<file path="src/sv/mcr_pkg.sv">
`default_nettype none

package mcr_pkg;

  // fixed field widths
  localparam int COORD_BITS_DEF = 12;
  localparam int XY_W           = 13;
  localparam int DEC_W          = 18;
  localparam int PIX_W          = 14;
  localparam int COLOR_W        = 32;
  localparam int CFG_W          = 13;
  localparam int CFG_IDX_W      = 1;
  localparam int QUEUE_DEPTH    = 2;

  // eight octant pixels per step
  localparam int OCTANTS = 8;
  localparam int K_W     = $clog2(OCTANTS);
  localparam logic [K_W-1:0] K_LAST = K_W'(OCTANTS - 1);

  // result stream payload
  localparam int OUT_DATA_W  = 2 * PIX_W + COLOR_W;
  localparam int OUT_TDATA_W = ((OUT_DATA_W + 7) / 8) * 8;
  localparam int OUT_TUSER_W = 2;

  // register indexes and reset values
  localparam logic [CFG_IDX_W-1:0] REG_SCREEN_WIDTH  = CFG_IDX_W'(0);
  localparam logic [CFG_IDX_W-1:0] REG_SCREEN_HEIGHT = CFG_IDX_W'(1);
  localparam logic [CFG_W-1:0]     SCREEN_WIDTH_RST  = CFG_W'(640);
  localparam logic [CFG_W-1:0]     SCREEN_HEIGHT_RST = CFG_W'(480);

  // opcodes
  localparam logic OP_START = 1'b0;
  localparam logic OP_STEP  = 1'b1;

  // decision update constants
  localparam logic [DEC_W-1:0] DEC_INIT   = DEC_W'(3);
  localparam logic [DEC_W-1:0] DEC_INC_E  = DEC_W'(6);
  localparam logic [DEC_W-1:0] DEC_INC_SE = DEC_W'(10);

  // one queued step: current point, flags and color
  typedef struct packed {
    logic               marker;
    logic               done;
    logic [XY_W-1:0]    x;
    logic [XY_W-1:0]    y;
    logic [COLOR_W-1:0] color;
  } job_t;

endpackage

`default_nettype wire

</file>
<file path="src/sv/mcr_front.sv">
`default_nettype none

module mcr_front import mcr_pkg::*; #(
  parameter int COORD_BITS = COORD_BITS_DEF
) (
  input  wire logic                  clk_i,
  input  wire logic                  rst_ni,
  input  wire logic                  s_valid_i,
  output logic                       s_ready_o,
  input  wire logic                  opcode_i,
  input  wire logic [COORD_BITS-1:0] center_x_i,
  input  wire logic [COORD_BITS-1:0] center_y_i,
  input  wire logic [COORD_BITS-1:0] radius_i,
  input  wire logic [COLOR_W-1:0]    color_i,
  input  wire logic                  q_ready_i,
  output logic                       push_o,
  output job_t                       job_o,
  output logic [COORD_BITS-1:0]      job_cx_o,
  output logic [COORD_BITS-1:0]      job_cy_o
);

  logic                  active_q, active_d;
  logic [DEC_W-1:0]      dec_q, dec_d;
  logic [XY_W-1:0]       x_q, x_d, y_q, y_d;
  logic [COORD_BITS-1:0] cx_q, cx_d, cy_q, cy_d;
  logic [COLOR_W-1:0]    color_q, color_d;

  logic                  accept;
  logic [DEC_W-1:0]      dec_step;
  logic [XY_W-1:0]       y_step;
  logic signed [XY_W+1:0] nx_s, ny_s;
  logic                  done;

  assign s_ready_o = q_ready_i;
  assign accept    = s_valid_i && s_ready_o;

  // midpoint decision update
  always_comb begin
    if (dec_q[DEC_W-1]) begin
      dec_step = dec_q + (DEC_W'(x_q) << 2) + DEC_INC_E;
      y_step   = y_q;
      ny_s     = signed'({2'b00, y_q});
    end else begin
      dec_step = dec_q + ((DEC_W'(x_q) - DEC_W'(y_q)) << 2) + DEC_INC_SE;
      y_step   = y_q - XY_W'(1);
      ny_s     = signed'({2'b00, y_q}) - signed'((XY_W+2)'(1));
    end
    nx_s = signed'({2'b00, x_q}) + signed'((XY_W+2)'(1));
    done = ny_s < nx_s;
  end

  always_comb begin
    active_d = active_q;
    dec_d    = dec_q;
    x_d      = x_q;
    y_d      = y_q;
    cx_d     = cx_q;
    cy_d     = cy_q;
    color_d  = color_q;
    if (accept) begin
      if (opcode_i == OP_START) begin
        active_d = 1'b1;
        dec_d    = DEC_INIT - (DEC_W'(radius_i) << 1);
        x_d      = '0;
        y_d      = XY_W'(radius_i);
        cx_d     = center_x_i;
        cy_d     = center_y_i;
        color_d  = color_i;
      end else if (active_q) begin
        dec_d = dec_step;
        x_d   = nx_s[XY_W-1:0];
        y_d   = y_step;
        if (done) begin
          active_d = 1'b0;
        end
      end
    end
  end

  assign push_o       = accept && (opcode_i == OP_STEP);
  assign job_o.marker = !active_q;
  assign job_o.done   = done;
  assign job_o.x      = x_q;
  assign job_o.y      = y_q;
  assign job_o.color  = color_q;
  assign job_cx_o     = cx_q;
  assign job_cy_o     = cy_q;

  always_ff @(posedge clk_i or negedge rst_ni) begin
    if (!rst_ni) begin
      active_q <= 1'b0;
      dec_q    <= '0;
      x_q      <= '0;
      y_q      <= '0;
      cx_q     <= '0;
      cy_q     <= '0;
      color_q  <= '0;
    end else begin
      active_q <= active_d;
      dec_q    <= dec_d;
      x_q      <= x_d;
      y_q      <= y_d;
      cx_q     <= cx_d;
      cy_q     <= cy_d;
      color_q  <= color_d;
    end
  end

endmodule

`default_nettype wire

</file>
<file path="src/sv/mcr_queue.sv">
`default_nettype none

module mcr_queue import mcr_pkg::*; #(
  parameter int WIDTH = 1,
  parameter int DEPTH = QUEUE_DEPTH
) (
  input  wire logic             clk_i,
  input  wire logic             rst_ni,
  input  wire logic             push_i,
  input  wire logic [WIDTH-1:0] data_i,
  output logic                  ready_o,
  output logic                  valid_o,
  output logic [WIDTH-1:0]      data_o,
  input  wire logic             pop_i
);

  localparam int PTR_W = (DEPTH > 1) ? $clog2(DEPTH) : 1;
  localparam int CNT_W = $clog2(DEPTH + 1);
  localparam logic [PTR_W-1:0] PTR_LAST = PTR_W'(DEPTH - 1);

  logic [WIDTH-1:0] mem [DEPTH];
  logic [PTR_W-1:0] wr_ptr_q, wr_ptr_d, rd_ptr_q, rd_ptr_d;
  logic [CNT_W-1:0] count_q, count_d;
  logic             do_push, do_pop;

  assign ready_o = count_q != CNT_W'(DEPTH);
  assign valid_o = count_q != '0;
  assign data_o  = mem[rd_ptr_q];
  assign do_push = push_i && ready_o;
  assign do_pop  = pop_i && valid_o;

  always_comb begin
    wr_ptr_d = wr_ptr_q;
    rd_ptr_d = rd_ptr_q;
    count_d  = count_q;
    if (do_push) begin
      wr_ptr_d = (wr_ptr_q == PTR_LAST) ? '0 : wr_ptr_q + PTR_W'(1);
    end
    if (do_pop) begin
      rd_ptr_d = (rd_ptr_q == PTR_LAST) ? '0 : rd_ptr_q + PTR_W'(1);
    end
    if (do_push && !do_pop) begin
      count_d = count_q + CNT_W'(1);
    end else if (do_pop && !do_push) begin
      count_d = count_q - CNT_W'(1);
    end
  end

  always_ff @(posedge clk_i) begin
    if (do_push) begin
      mem[wr_ptr_q] <= data_i;
    end
  end

  always_ff @(posedge clk_i or negedge rst_ni) begin
    if (!rst_ni) begin
      wr_ptr_q <= '0;
      rd_ptr_q <= '0;
      count_q  <= '0;
    end else begin
      wr_ptr_q <= wr_ptr_d;
      rd_ptr_q <= rd_ptr_d;
      count_q  <= count_d;
    end
  end

endmodule

`default_nettype wire

</file>
<file path="src/sv/mcr_back.sv">
`default_nettype none

module mcr_back import mcr_pkg::*; #(
  parameter int COORD_BITS = COORD_BITS_DEF
) (
  input  wire logic                  clk_i,
  input  wire logic                  rst_ni,
  input  wire logic                  cfg_we_i,
  input  wire logic [CFG_IDX_W-1:0]  cfg_index_i,
  input  wire logic [CFG_W-1:0]      cfg_wdata_i,
  input  wire logic                  job_valid_i,
  input  wire job_t                  job_i,
  input  wire logic [COORD_BITS-1:0] job_cx_i,
  input  wire logic [COORD_BITS-1:0] job_cy_i,
  output logic                       pop_o,
  output logic                       out_valid_o,
  input  wire logic                  out_ready_i,
  output logic [PIX_W-1:0]           pixel_x_o,
  output logic [PIX_W-1:0]           pixel_y_o,
  output logic [COLOR_W-1:0]         pixel_color_o,
  output logic                       on_screen_o,
  output logic                       last_o,
  output logic                       circle_done_o
);

  localparam int SUM_W = ((COORD_BITS > XY_W) ? COORD_BITS : XY_W) + 2;

  logic [CFG_W-1:0]   width_q, height_q;
  logic [K_W-1:0]     k_q, k_d;
  logic               valid_q, valid_d;
  logic [PIX_W-1:0]   px_q, py_q;
  logic [COLOR_W-1:0] color_q;
  logic               on_q, last_q, done_q;

  logic               load, job_end;
  logic [XY_W-1:0]    ofs_col, ofs_row;
  logic [SUM_W-1:0]   px, py;
  logic               on;

  // octant select: bit 0 swaps x and y, bit 1 mirrors the column, bit 2 the row
  always_comb begin
    ofs_col = k_q[0] ? job_i.y : job_i.x;
    ofs_row = k_q[0] ? job_i.x : job_i.y;
    px = k_q[1] ? SUM_W'(job_cx_i) - SUM_W'(ofs_col) : SUM_W'(job_cx_i) + SUM_W'(ofs_col);
    py = k_q[2] ? SUM_W'(job_cy_i) - SUM_W'(ofs_row) : SUM_W'(job_cy_i) + SUM_W'(ofs_row);
    on = !px[SUM_W-1] && !py[SUM_W-1] &&
         (px < SUM_W'(width_q)) && (py < SUM_W'(height_q));
  end

  assign load    = job_valid_i && (!valid_q || out_ready_i);
  assign job_end = job_i.marker || (k_q == K_LAST);
  assign pop_o   = load && job_end;

  always_comb begin
    k_d     = k_q;
    valid_d = valid_q;
    if (load) begin
      valid_d = 1'b1;
      k_d     = job_end ? '0 : k_q + K_W'(1);
    end else if (out_ready_i) begin
      valid_d = 1'b0;
    end
  end

  always_ff @(posedge clk_i) begin
    if (load) begin
      if (job_i.marker) begin
        px_q    <= '0;
        py_q    <= '0;
        color_q <= '0;
        on_q    <= 1'b0;
        last_q  <= 1'b1;
        done_q  <= 1'b1;
      end else begin
        px_q    <= px[PIX_W-1:0];
        py_q    <= py[PIX_W-1:0];
        color_q <= job_i.color;
        on_q    <= on;
        last_q  <= k_q == K_LAST;
        done_q  <= job_i.done;
      end
    end
  end

  always_ff @(posedge clk_i or negedge rst_ni) begin
    if (!rst_ni) begin
      width_q  <= SCREEN_WIDTH_RST;
      height_q <= SCREEN_HEIGHT_RST;
      k_q      <= '0;
      valid_q  <= 1'b0;
    end else begin
      if (cfg_we_i) begin
        unique case (cfg_index_i)
          REG_SCREEN_WIDTH:  width_q  <= cfg_wdata_i;
          REG_SCREEN_HEIGHT: height_q <= cfg_wdata_i;
          default: ;
        endcase
      end
      k_q     <= k_d;
      valid_q <= valid_d;
    end
  end

  assign out_valid_o   = valid_q;
  assign pixel_x_o     = px_q;
  assign pixel_y_o     = py_q;
  assign pixel_color_o = color_q;
  assign on_screen_o   = on_q;
  assign last_o        = last_q;
  assign circle_done_o = done_q;

endmodule

`default_nettype wire

</file>
<file path="src/sv/midpoint_circle_rasterizer.sv">
// midpoint circle rasterizer: a start transfer (tuser = start) latches center, radius and
// color and emits nothing; each step transfer then yields the eight octant pixels of the
// current point, one result transfer per cycle while the sink is ready, the eighth with
// tlast high, all with circle_done set on the step that ends the circle. a step with no
// circle active yields a single all-zero done marker. starts are taken one per cycle
// while the queue has room; steps are paced by the single result channel, which carries
// eight transfers per step. the front holds the circle state and updates it in the cycle
// a step is taken, a two-entry queue lets it run ahead of the pixel generator, and the
// output register holds a result until the sink takes it. screen size registers are
// written through the cfg port (index 0 width, 1 height); the user must write them only
// while the block is idle, and the block itself does not enforce this.
`default_nettype none

module midpoint_circle_rasterizer import mcr_pkg::*; #(
  parameter int COORD_BITS = COORD_BITS_DEF,
  localparam int IN_DATA_W  = 3 * COORD_BITS + COLOR_W,
  localparam int IN_TDATA_W = ((IN_DATA_W + 7) / 8) * 8
) (
  input  wire logic                   clk_i,
  input  wire logic                   rst_ni,
  // configuration writes
  input  wire logic                   cfg_we_i,
  input  wire logic [CFG_IDX_W-1:0]   cfg_index_i,
  input  wire logic [CFG_W-1:0]       cfg_wdata_i,
  // command stream
  input  wire logic                   s_axis_tvalid,
  output logic                        s_axis_tready,
  input  wire logic [IN_TDATA_W-1:0]  s_axis_tdata,  // center_x, center_y, radius, color
  input  wire logic                   s_axis_tuser,  // opcode
  // pixel stream
  output logic                        m_axis_tvalid,
  input  wire logic                   m_axis_tready,
  output logic [OUT_TDATA_W-1:0]      m_axis_tdata,  // pixel_x, pixel_y, pixel_color
  output logic                        m_axis_tlast,  // last pixel of the step
  output logic [OUT_TUSER_W-1:0]      m_axis_tuser   // on_screen, circle_done
);

  localparam int Q_W     = 2 * COORD_BITS + $bits(job_t);
  localparam int OUT_PAD = OUT_TDATA_W - OUT_DATA_W;

  // command fields
  logic [COORD_BITS-1:0] in_cx, in_cy, in_radius;
  logic [COLOR_W-1:0]    in_color;

  assign in_cx     = s_axis_tdata[COORD_BITS-1:0];
  assign in_cy     = s_axis_tdata[2*COORD_BITS-1:COORD_BITS];
  assign in_radius = s_axis_tdata[3*COORD_BITS-1:2*COORD_BITS];
  assign in_color  = s_axis_tdata[IN_DATA_W-1:3*COORD_BITS];

  // front to queue
  logic                  push, q_ready;
  job_t                  push_job;
  logic [COORD_BITS-1:0] push_cx, push_cy;

  // queue to back
  logic                  q_valid, pop;
  logic [Q_W-1:0]        q_data;
  job_t                  head_job;
  logic [COORD_BITS-1:0] head_cx, head_cy;

  // result fields
  logic [PIX_W-1:0]      pix_x, pix_y;
  logic [COLOR_W-1:0]    pix_color;
  logic                  pix_on, pix_done;

  mcr_front #(
    .COORD_BITS (COORD_BITS)
  ) u_front (
    .clk_i      (clk_i),
    .rst_ni     (rst_ni),
    .s_valid_i  (s_axis_tvalid),
    .s_ready_o  (s_axis_tready),
    .opcode_i   (s_axis_tuser),
    .center_x_i (in_cx),
    .center_y_i (in_cy),
    .radius_i   (in_radius),
    .color_i    (in_color),
    .q_ready_i  (q_ready),
    .push_o     (push),
    .job_o      (push_job),
    .job_cx_o   (push_cx),
    .job_cy_o   (push_cy)
  );

  mcr_queue #(
    .WIDTH (Q_W),
    .DEPTH (QUEUE_DEPTH)
  ) u_queue (
    .clk_i   (clk_i),
    .rst_ni  (rst_ni),
    .push_i  (push),
    .data_i  ({push_cx, push_cy, push_job}),
    .ready_o (q_ready),
    .valid_o (q_valid),
    .data_o  (q_data),
    .pop_i   (pop)
  );

  assign head_job = q_data[$bits(job_t)-1:0];
  assign head_cy  = q_data[$bits(job_t)+COORD_BITS-1:$bits(job_t)];
  assign head_cx  = q_data[Q_W-1:$bits(job_t)+COORD_BITS];

  mcr_back #(
    .COORD_BITS (COORD_BITS)
  ) u_back (
    .clk_i         (clk_i),
    .rst_ni        (rst_ni),
    .cfg_we_i      (cfg_we_i),
    .cfg_index_i   (cfg_index_i),
    .cfg_wdata_i   (cfg_wdata_i),
    .job_valid_i   (q_valid),
    .job_i         (head_job),
    .job_cx_i      (head_cx),
    .job_cy_i      (head_cy),
    .pop_o         (pop),
    .out_valid_o   (m_axis_tvalid),
    .out_ready_i   (m_axis_tready),
    .pixel_x_o     (pix_x),
    .pixel_y_o     (pix_y),
    .pixel_color_o (pix_color),
    .on_screen_o   (pix_on),
    .last_o        (m_axis_tlast),
    .circle_done_o (pix_done)
  );

  assign m_axis_tdata = {{OUT_PAD{1'b0}}, pix_color, pix_y, pix_x};
  assign m_axis_tuser = {pix_done, pix_on};

`ifndef SYNTHESIS
  // the front never hands a step to a full queue
  a_push_room: assert property (@(posedge clk_i) disable iff (!rst_ni)
    push |-> q_ready)
    else $error("step pushed into full queue");

  // an on-screen pixel has non-negative coordinates
  a_on_bounds: assert property (@(posedge clk_i) disable iff (!rst_ni)
    (m_axis_tvalid && m_axis_tuser[0]) |->
      (m_axis_tdata[PIX_W-1] == 1'b0 && m_axis_tdata[2*PIX_W-1] == 1'b0))
    else $error("on-screen pixel outside screen range");

  // octant pixels of one step follow without a gap
  a_step_burst: assert property (@(posedge clk_i) disable iff (!rst_ni)
    (m_axis_tvalid && m_axis_tready && !m_axis_tlast) |=> m_axis_tvalid)
    else $error("gap inside a step's pixel burst");
`endif

endmodule

`default_nettype wire

</file>
<file path="config.mk">
export PLATFORM = sky130hd
export DESIGN_NAME = midpoint_circle_rasterizer
export DESIGN_NICKNAME = d
export VERILOG_FILES = /design/src/sv/mcr_pkg.sv /design/src/sv/mcr_front.sv /design/src/sv/mcr_queue.sv /design/src/sv/mcr_back.sv /design/src/sv/midpoint_circle_rasterizer.sv
export SDC_FILE = /design/constraint.sdc
export NUM_CORES = 1
export LEC_CHECK = 0
export BUFFER_PORTS_ARGS = -buffer_cell sky130_fd_sc_hd__buf_4
export CAP_MARGIN = 25
export CELL_PAD_IN_SITES_DETAIL_PLACEMENT = 1
export CELL_PAD_IN_SITES_GLOBAL_PLACEMENT = 2
export CORE_ASPECT_RATIO = 0.7
export CORE_MARGIN = 2
export CORE_UTILIZATION = 35
export CTS_BUF_LIST = sky130_fd_sc_hd__clkbuf_8
export CTS_CLUSTER_SIZE = 25
export DETAILED_ROUTE_END_ITERATION = 6
export PLACE_DENSITY_LB_ADDON = 0.1
export SYNTH_ARGS = -nofsm -noshare
export SYNTH_HDL_FRONTEND = slang
export SYNTH_SLANG_ARGS = --single-unit
</file>
<file path="constraint.sdc">
create_clock -name clk_i -period 9.1 [get_ports clk_i]
set_input_delay 0.91 -clock clk_i [delete_from_list [all_inputs] [get_ports clk_i]]
set_output_delay 0.91 -clock clk_i [all_outputs]
set_load 0.02 [all_outputs]
</file>
; ---- Yosys cells after proc, flatten, opt, wreduce, memory -nomap -nowiden
; Memory sizes are Yosys's and may differ from the RTL's.
; Index checks and enable logic that the tools add are counted.
[totals]
ff_bits = 198
ramBits = 168
output_inout_bits = 69
wordCells = 100
mem_count = 1
[mem_list]
columns = memory, words, word_bits, read_ports, rd_ports_with_merged_regs, wr, line_no
row1 = u_queue.mem, 2, 84, 1, 0, 1, mcr_queue.sv:21  ; logic [WIDTH-1:0] mem [DEPTH];
[classes]
n_addsub = 18
n_lt_le_gt_ge = 3
n_eq_ne = 4
mux = 25
n_bitwise = 2
reduce_logical = 27
[ops]
columns = operator, n
row1 = $mux W13, 7
row2 = $mux W18, 3
row3 = $mux W15, 3
row4 = $lt A15 B13 Y1, 2
row5 = $add A12 B13 Y14, 2
row6 = $sub A12 B13 Y14, 2
row7 = $add A18 B15 Y18, 1
row8 = $add A18 B18 Y18, 1
row9 = $add A18 B3 Y18 const B, 1
row10 = $add A18 B4 Y18 const B, 1
row11 = $lt A15 B15 Y1, 1
row12 = $add A13 B1 Y14 const B, 1
row13 = $sub A13 B1 Y14 const B, 1
row14 = $sub A13 B13 Y14, 1
row15 = $sub A2 B13 Y14 const A, 1
row16 = $sub A13 B1 Y13 const B, 1
row17 = $logic_and A1 B1 Y1, 11
row18 = $mux W1, 9
row19 = $reduce_and A2 Y1, 4
row20 = $logic_not A1 Y1, 6
row21 = $reduce_bool A2 Y1, 3
row22 = $mux W2, 2
row23 = $ne A2 B2 Y1 const B, 2
row24 = $add A3 B1 Y3 const B, 1
row25 = 9 further kinds, 12

; ---- Depth between registers and ports, before layout
[logic_depth]
depth_word = 8
mapped_depth = 23
depth_no_buf = 20

; ---- Modules after synthesis
; Synthesis repeated with hierarchy kept, for this count alone.
[unflattened]
cells_unflattened = 1923
area_unflattened_um2 = 20784.9
[modules_own_cells]
columns = module, instances, cells_each, area_per_inst_um2, seq_area_each_um2
row1 = mcr_front, 1, 922, 7484.7, 2502.4
row2 = mcr_back, 1, 715, 6988.0, 2650.0
row3 = mcr_queue, 1, 279, 6263.5, 5144.9
row4 = midpoint_circle_rasterizer, 1, 7, 48.8, 0.0

; ---- Least setup slack after synthesis
; OpenSTA, ideal clock, no wires.
[synth_path]
path_kind = in2reg
start = input port s_axis_tuser
end = memory u_queue.mem[0][0] (netlist name), enable pin
setup_time_ns = 0.527
arrival_time_ns = 4.858
t_required_ns = 8.573
path_slack_ns = 3.714
stages = 3
path_buffers = 1
path_cell_list = clkbuf_1 -> nand2_1 -> nor2_1
[synth_via]
elab_chain_cells = 4
[synth_lines]
columns = element, line_no
row1 = "start, declared", midpoint_circle_rasterizer.sv:29  ; input wire logic s_axis_tuser,
row2 = $logic_and A1 B1 Y1, mcr_front.sv:80  ; assign push_o = accept && (opcode_i == OP_STEP);
row3 = $logic_and A1 B1 Y1, mcr_queue.sv:29  ; assign do_push = push_i && ready_o;
row4 = $mux W1, mcr_queue.sv:50  ; if (do_push) begin
row5 = $mux W1 (implied by the code), mcr_queue.sv:51  ; mem[wr_ptr_q] <= data_i;
row6 = "end, declared", mcr_queue.sv:21
; Every way passes these cells.

; ---- Final worst setup path
[layout_path]
start = register u_queue.rd_ptr_q
end = register u_back.on_q, in the netlist u_back.on_screen_o (data pin)
[layout_via]
word_cells_on_any_way = 16
cone_classes = 4 x add/sub / 2 x order compare / 4 x mux / 5 x reduce/logical / 1 x memory
[layout_rtl]
columns = element, line_no
row1 = "start, declared", mcr_queue.sv:22  ; logic [PTR_W-1:0] wr_ptr_q, wr_ptr_d, rd_ptr_q, rd_ptr_d;
row2 = "start signal, assigned", mcr_queue.sv:62  ; rd_ptr_q <= rd_ptr_d;
row3 = $mem_v2 Z2 W84 (*), -
row4 = $mux W13, mcr_back.sv:42  ; ofs_col = k_q[0] ? job_i.y : job_i.x;
row5 = $add A12 B13 Y14 or $sub A12 B13 Y14 (tied branches), mcr_back.sv:44  ; px = k_q[1] ? SUM_W'(job_cx_i) - SUM_W'(ofs_col) : SUM_W'(job_cx_i) + SUM_W'(ofs_col);
row6 = $mux W15 (*), mcr_back.sv:44
row7 = via u_back.px[12], mcr_back.sv:37  ; logic [SUM_W-1:0] px, py;
row8 = $lt A15 B13 Y1 (*), mcr_back.sv:47  ; (px < SUM_W'(width_q)) && (py < SUM_W'(height_q));
row9 = $logic_and A1 B1 Y1 (*), mcr_back.sv:46  ; on = !px[SUM_W-1] && !py[SUM_W-1] &&
row10 = $logic_and A1 B1 Y1 (*), mcr_back.sv:47
row11 = "end signal, assigned", mcr_back.sv:78  ; on_q <= on;
row12 = "end, declared", mcr_back.sv:33  ; logic on_q, last_q, done_q;
; The timed path passes the listed nets; every way through them passes the cells marked *.
; A chain may end at the register's enable or synchronous reset.

==> results.yml <==
status:
  status: "complete, no violations"
synthesis:
  synth_enable_flop_cells: 231
  synth_top_area_share_pct: 34.6
  synth_warnings: 0
  synth_seq_cells: 365
  yosysSeqAreaShare_pct: 51.4
  synthTopCellsByCount: "nand2_1 (260), edfxtp_1 (231), ha_1 (161), dfrtp_1 (128)"
  synth_top_area_cell: "edfxtp_1"
  synthCells: 1808
  syn_area_per_cell_um2: 11.1
  yosysMostFrequentCell: "nand2_1"
  synth_area_leaders: "edfxtp_1 (35%), dfrtp_1 (16%), ha_1 (10%)"
  synthesis.area_mm2: 0.0200
  synth_cell_types: 80
  ys.flop_type: "edfxtp_1"
  ys_async_sr_fraction_pct: 36.7
clock_tree:
  cts_resized: 0
  cts_hold_buf: 0
  clkSinkCount: 365
  cts_setup_buffers: 0
  clockRootBuffer: "clkbuf_8"
  cts_tree: "built"
  insertion_delay_ns: 0.67
  cts.clk_slew.worst_paths_ns: 0.06
  cts_buffers: 60
  clock_path_buffers: 3
  htree_levels: 2
job:
  cap_violations: 0
setup_path:
  worstSetupPathType: "reg2reg"
  slowest_delay_ns: 0.91
  reg2reg_depth: 16
  worstPathArrival_ns: 5.90
  cp_max_fo: 50
  start_kind: "flip-flop"
  end_kind: "flip-flop"
  crit_required_ns: 9.61
  crit_slowest_cell: "dfrtp_4"
  path_cells: "buf_4, mux2_2, ha_1, or2_2, o2111a_1, nor2_1, a31oi_1, a2111o_1, a31o_1, nand2_1, ha_1, a22o_1, nor4_1, o21ai_0, nor2_1, and4b_1"
routing:
  postRouteAntennaNets: 0
  firstDrtPassIters: 5
  viasPerCell: 5.11
  drt-initial-drc-count: 760
  route.detailed.drc: 0
  vias: 14168
  drt-total-wl_mm: 57.0
  wire_per_inst_um: 20.5
power:
  power.density_mw_per_mm2: 408
  ir_drop_v: 0.000170
  p_leak_nw: 9.94
hold_path:
  min_path_type: "in2async"
placed_design:
  hpwl_mm: 41.0
  place.gp.congestion: 0.813
  port-buffer-count: 152
  dpl_cell_area_mm2: 0.0220
sta:
  setup_viol: 0
  maxSlewHeadroom_pct: 32.5
  worst_slew_pin_slew_ns: 1.01
  fin_skew_ns: 0.0370
  setup_tns_ns: 0
  slew_viol_final: 0
  hold_violations: 0
  fin_crit_sh_pct: 59.2
  fmax_mhz: 186
  rsz0062_at_grt: "no"
  layout_min_cycle_time_ns: 5.39
floorplan:
  die_x_um: 290
  dieArea_mm2: 0.0592
  start_util_pct: 35.3
  die_h_um: 204
  rows: 73
  io_pins: 161
  core_area_mm2: 0.0567
cells_and_area:
  nNetsFinal: 2229
  drive_above_1_share_pct: 17.4
  stdcell_area_mm2: 0.0233
  area_growth_pct: 16.1
  fin_util_pct: 41.0
  nFillCells: 6218
grt:
  antenna_found_initial: 3
  grt_max_degree: 67
  grt_pass1_vias: 14776
  grt_pass1_wl_mm: 89.1
  grt_use_total_pct: 19.5
  overflow: 0
==> logic make-up (layout without fill, tap and decap cells) <==
| group | after synthesis | after routing | synth area share [%] |
|---|---|---|---|
| DFF | 365 | 365 | 51.4 |
| AOI/OAI and AO/OA | 343 | 343 | 10.7 |
| and+or+nand+nor | 543 | 543 | 12.0 |
| adders and majority gates | 167 | 167 | 10.6 |
| xor gates and xnor gates | 92 | 92 | 4.02 |
| buffers and inverters | 184 | 395 | 3.66 |
| muxes | 113 | 113 | 7.55 |
| other | 1 | 5 | 0.0187 |
==> placed cells by master (no fill, tap or decap), types with 10 or more instances in the layout <==
| cell type | netlist | final |
|---|---|---|
| o22ai_1 | 14 | 14 |
| a21o_1 | 17 | 17 |
| buf_4 | 6 | 167 |
| nor2_1 | 113 | 111 |
| mux4_2 | 26 | 26 |
| clkbuf_8 | 0 | 71 |
| o21a_1 | 16 | 16 |
| mux2i_1 | 46 | 46 |
| nand2b_1 | 14 | 14 |
| a211oi_1 | 13 | 13 |
| and3_1 | 11 | 10 |
| a31oi_1 | 13 | 13 |
| mux2_2 | 39 | 39 |
| nand2_1 | 260 | 259 |
| dfrtp_1 | 128 | 127 |
| edfxtp_1 | 231 | 231 |
| nor2b_1 | 37 | 37 |
| xnor2_1 | 62 | 62 |
| a21oi_1 | 86 | 85 |
| nor3_1 | 27 | 27 |
| nand3_1 | 36 | 36 |
| ha_1 | 161 | 161 |
| xor2_1 | 30 | 30 |
| o21ai_0 | 103 | 102 |
| inv_1 | 113 | 139 |
==> registers in the layout, indices dropped and copies added, names as in the netlist, 12 cells and up <==
signal and cells:
u_back.pixel_color_o 32, u_front.dec_q 17, u_front.color_q 32, u_front.job_cy_o 12
u_front.y_q 13, u_back.width_q 13, u_back.pixel_y_o 14, u_queue.mem 168
u_back.pixel_x_o 14, u_front.x_q 13, u_front.job_cx_o 12, u_back.height_q 13
==> power by group <==
| group | total [W] | switching (W) | internal [W] |
|---|---|---|---|
| sequential | 0.00276 | 0.000351 | 0.00240 |
| clock | 0.00150 | 0.000695 | 0.000803 |
| combinational | 0.00525 | 0.00308 | 0.00217 |
| total | 0.00950 | 0.00413 | 0.00538 |
==> layout make-up <==
cell class / instances / area, µm² / area share [%]
antenna: 1 / 2.50 / 0.0108
clock buffer: 71 / 977 / 4.20
clock inverter: 42 / 284 / 1.22
inverter: 113 / 424 / 1.82
multi-input combinational: 1262 / 9060 / 38.9
sequential: 365 / 10300 / 44.3
tap: 750 / 938 / 4.03
timing repair buffer: 169 / 1280 / 5.50
==> routing by layer <==
metal	share of wire [%]	vias up	global-route usage, %	wire length [µm]
met5	0.042	-	0	24
met4	1.1	4	3.35	622
met3	4.1	67	3.66	2340
met2	43	234	29.4	24200
met1	52	7071	29.3	29800
li1	-	6792	-	-
==> critical path, delay by kind of cell (launching register included) <==
kind                     cells  cell delay (ns)
AO/OA/AOI/OAI                6             1.45
flip-flops                   1             0.91
multiplexers                 1             0.49
buffers and inverters        1             0.83
adder cells (fa/ha/maj)      2             0.49
AND/OR/NAND/NOR              6             1.04
==> stage by stage <==
step	total power (W)	setup slack (ns)	cells	hold slack (ns)
5_1_grt	0.0104	3.31	2773	0.153
4_1_cts	0.00965	3.61	2772	0.137
6_report	0.00950	3.71	2773	0.172
2_1_floorplan	0.00641	3.71	1811	0.440
3_3_place_gp	0.00796	3.71	2658	0.449
3_5_place_dp	0.00808	3.65	2659	0.456
==> worst paths after layout <==
check	to	slack, ns	from
worst min register to register	u_queue.mem[1][5]$_DFFE_PP_	0.47	u_front.color_q[5]$_DFFE_PN0P_
worst max register to register	u_back.on_screen_o$_SDFFCE_PP0P_	3.71	u_queue.rd_ptr_q$_DFFE_PN0P_
worst max-delay path	u_back.on_screen_o$_SDFFCE_PP0P_	3.71	u_queue.rd_ptr_q$_DFFE_PN0P_
worst min-delay path	u_front.job_cy_o[6]$_DFFE_PN0P_	0.17	rst_ni
min in group clk_i	u_front.color_q[14]$_DFFE_PN0P_	0.43	s_axis_tdata[50]
max in group asynchronous	u_queue.rd_ptr_q$_DFFE_PN0P_	6.90	rst_ni
No activity file was read; power rests on OpenSTA's default activity.
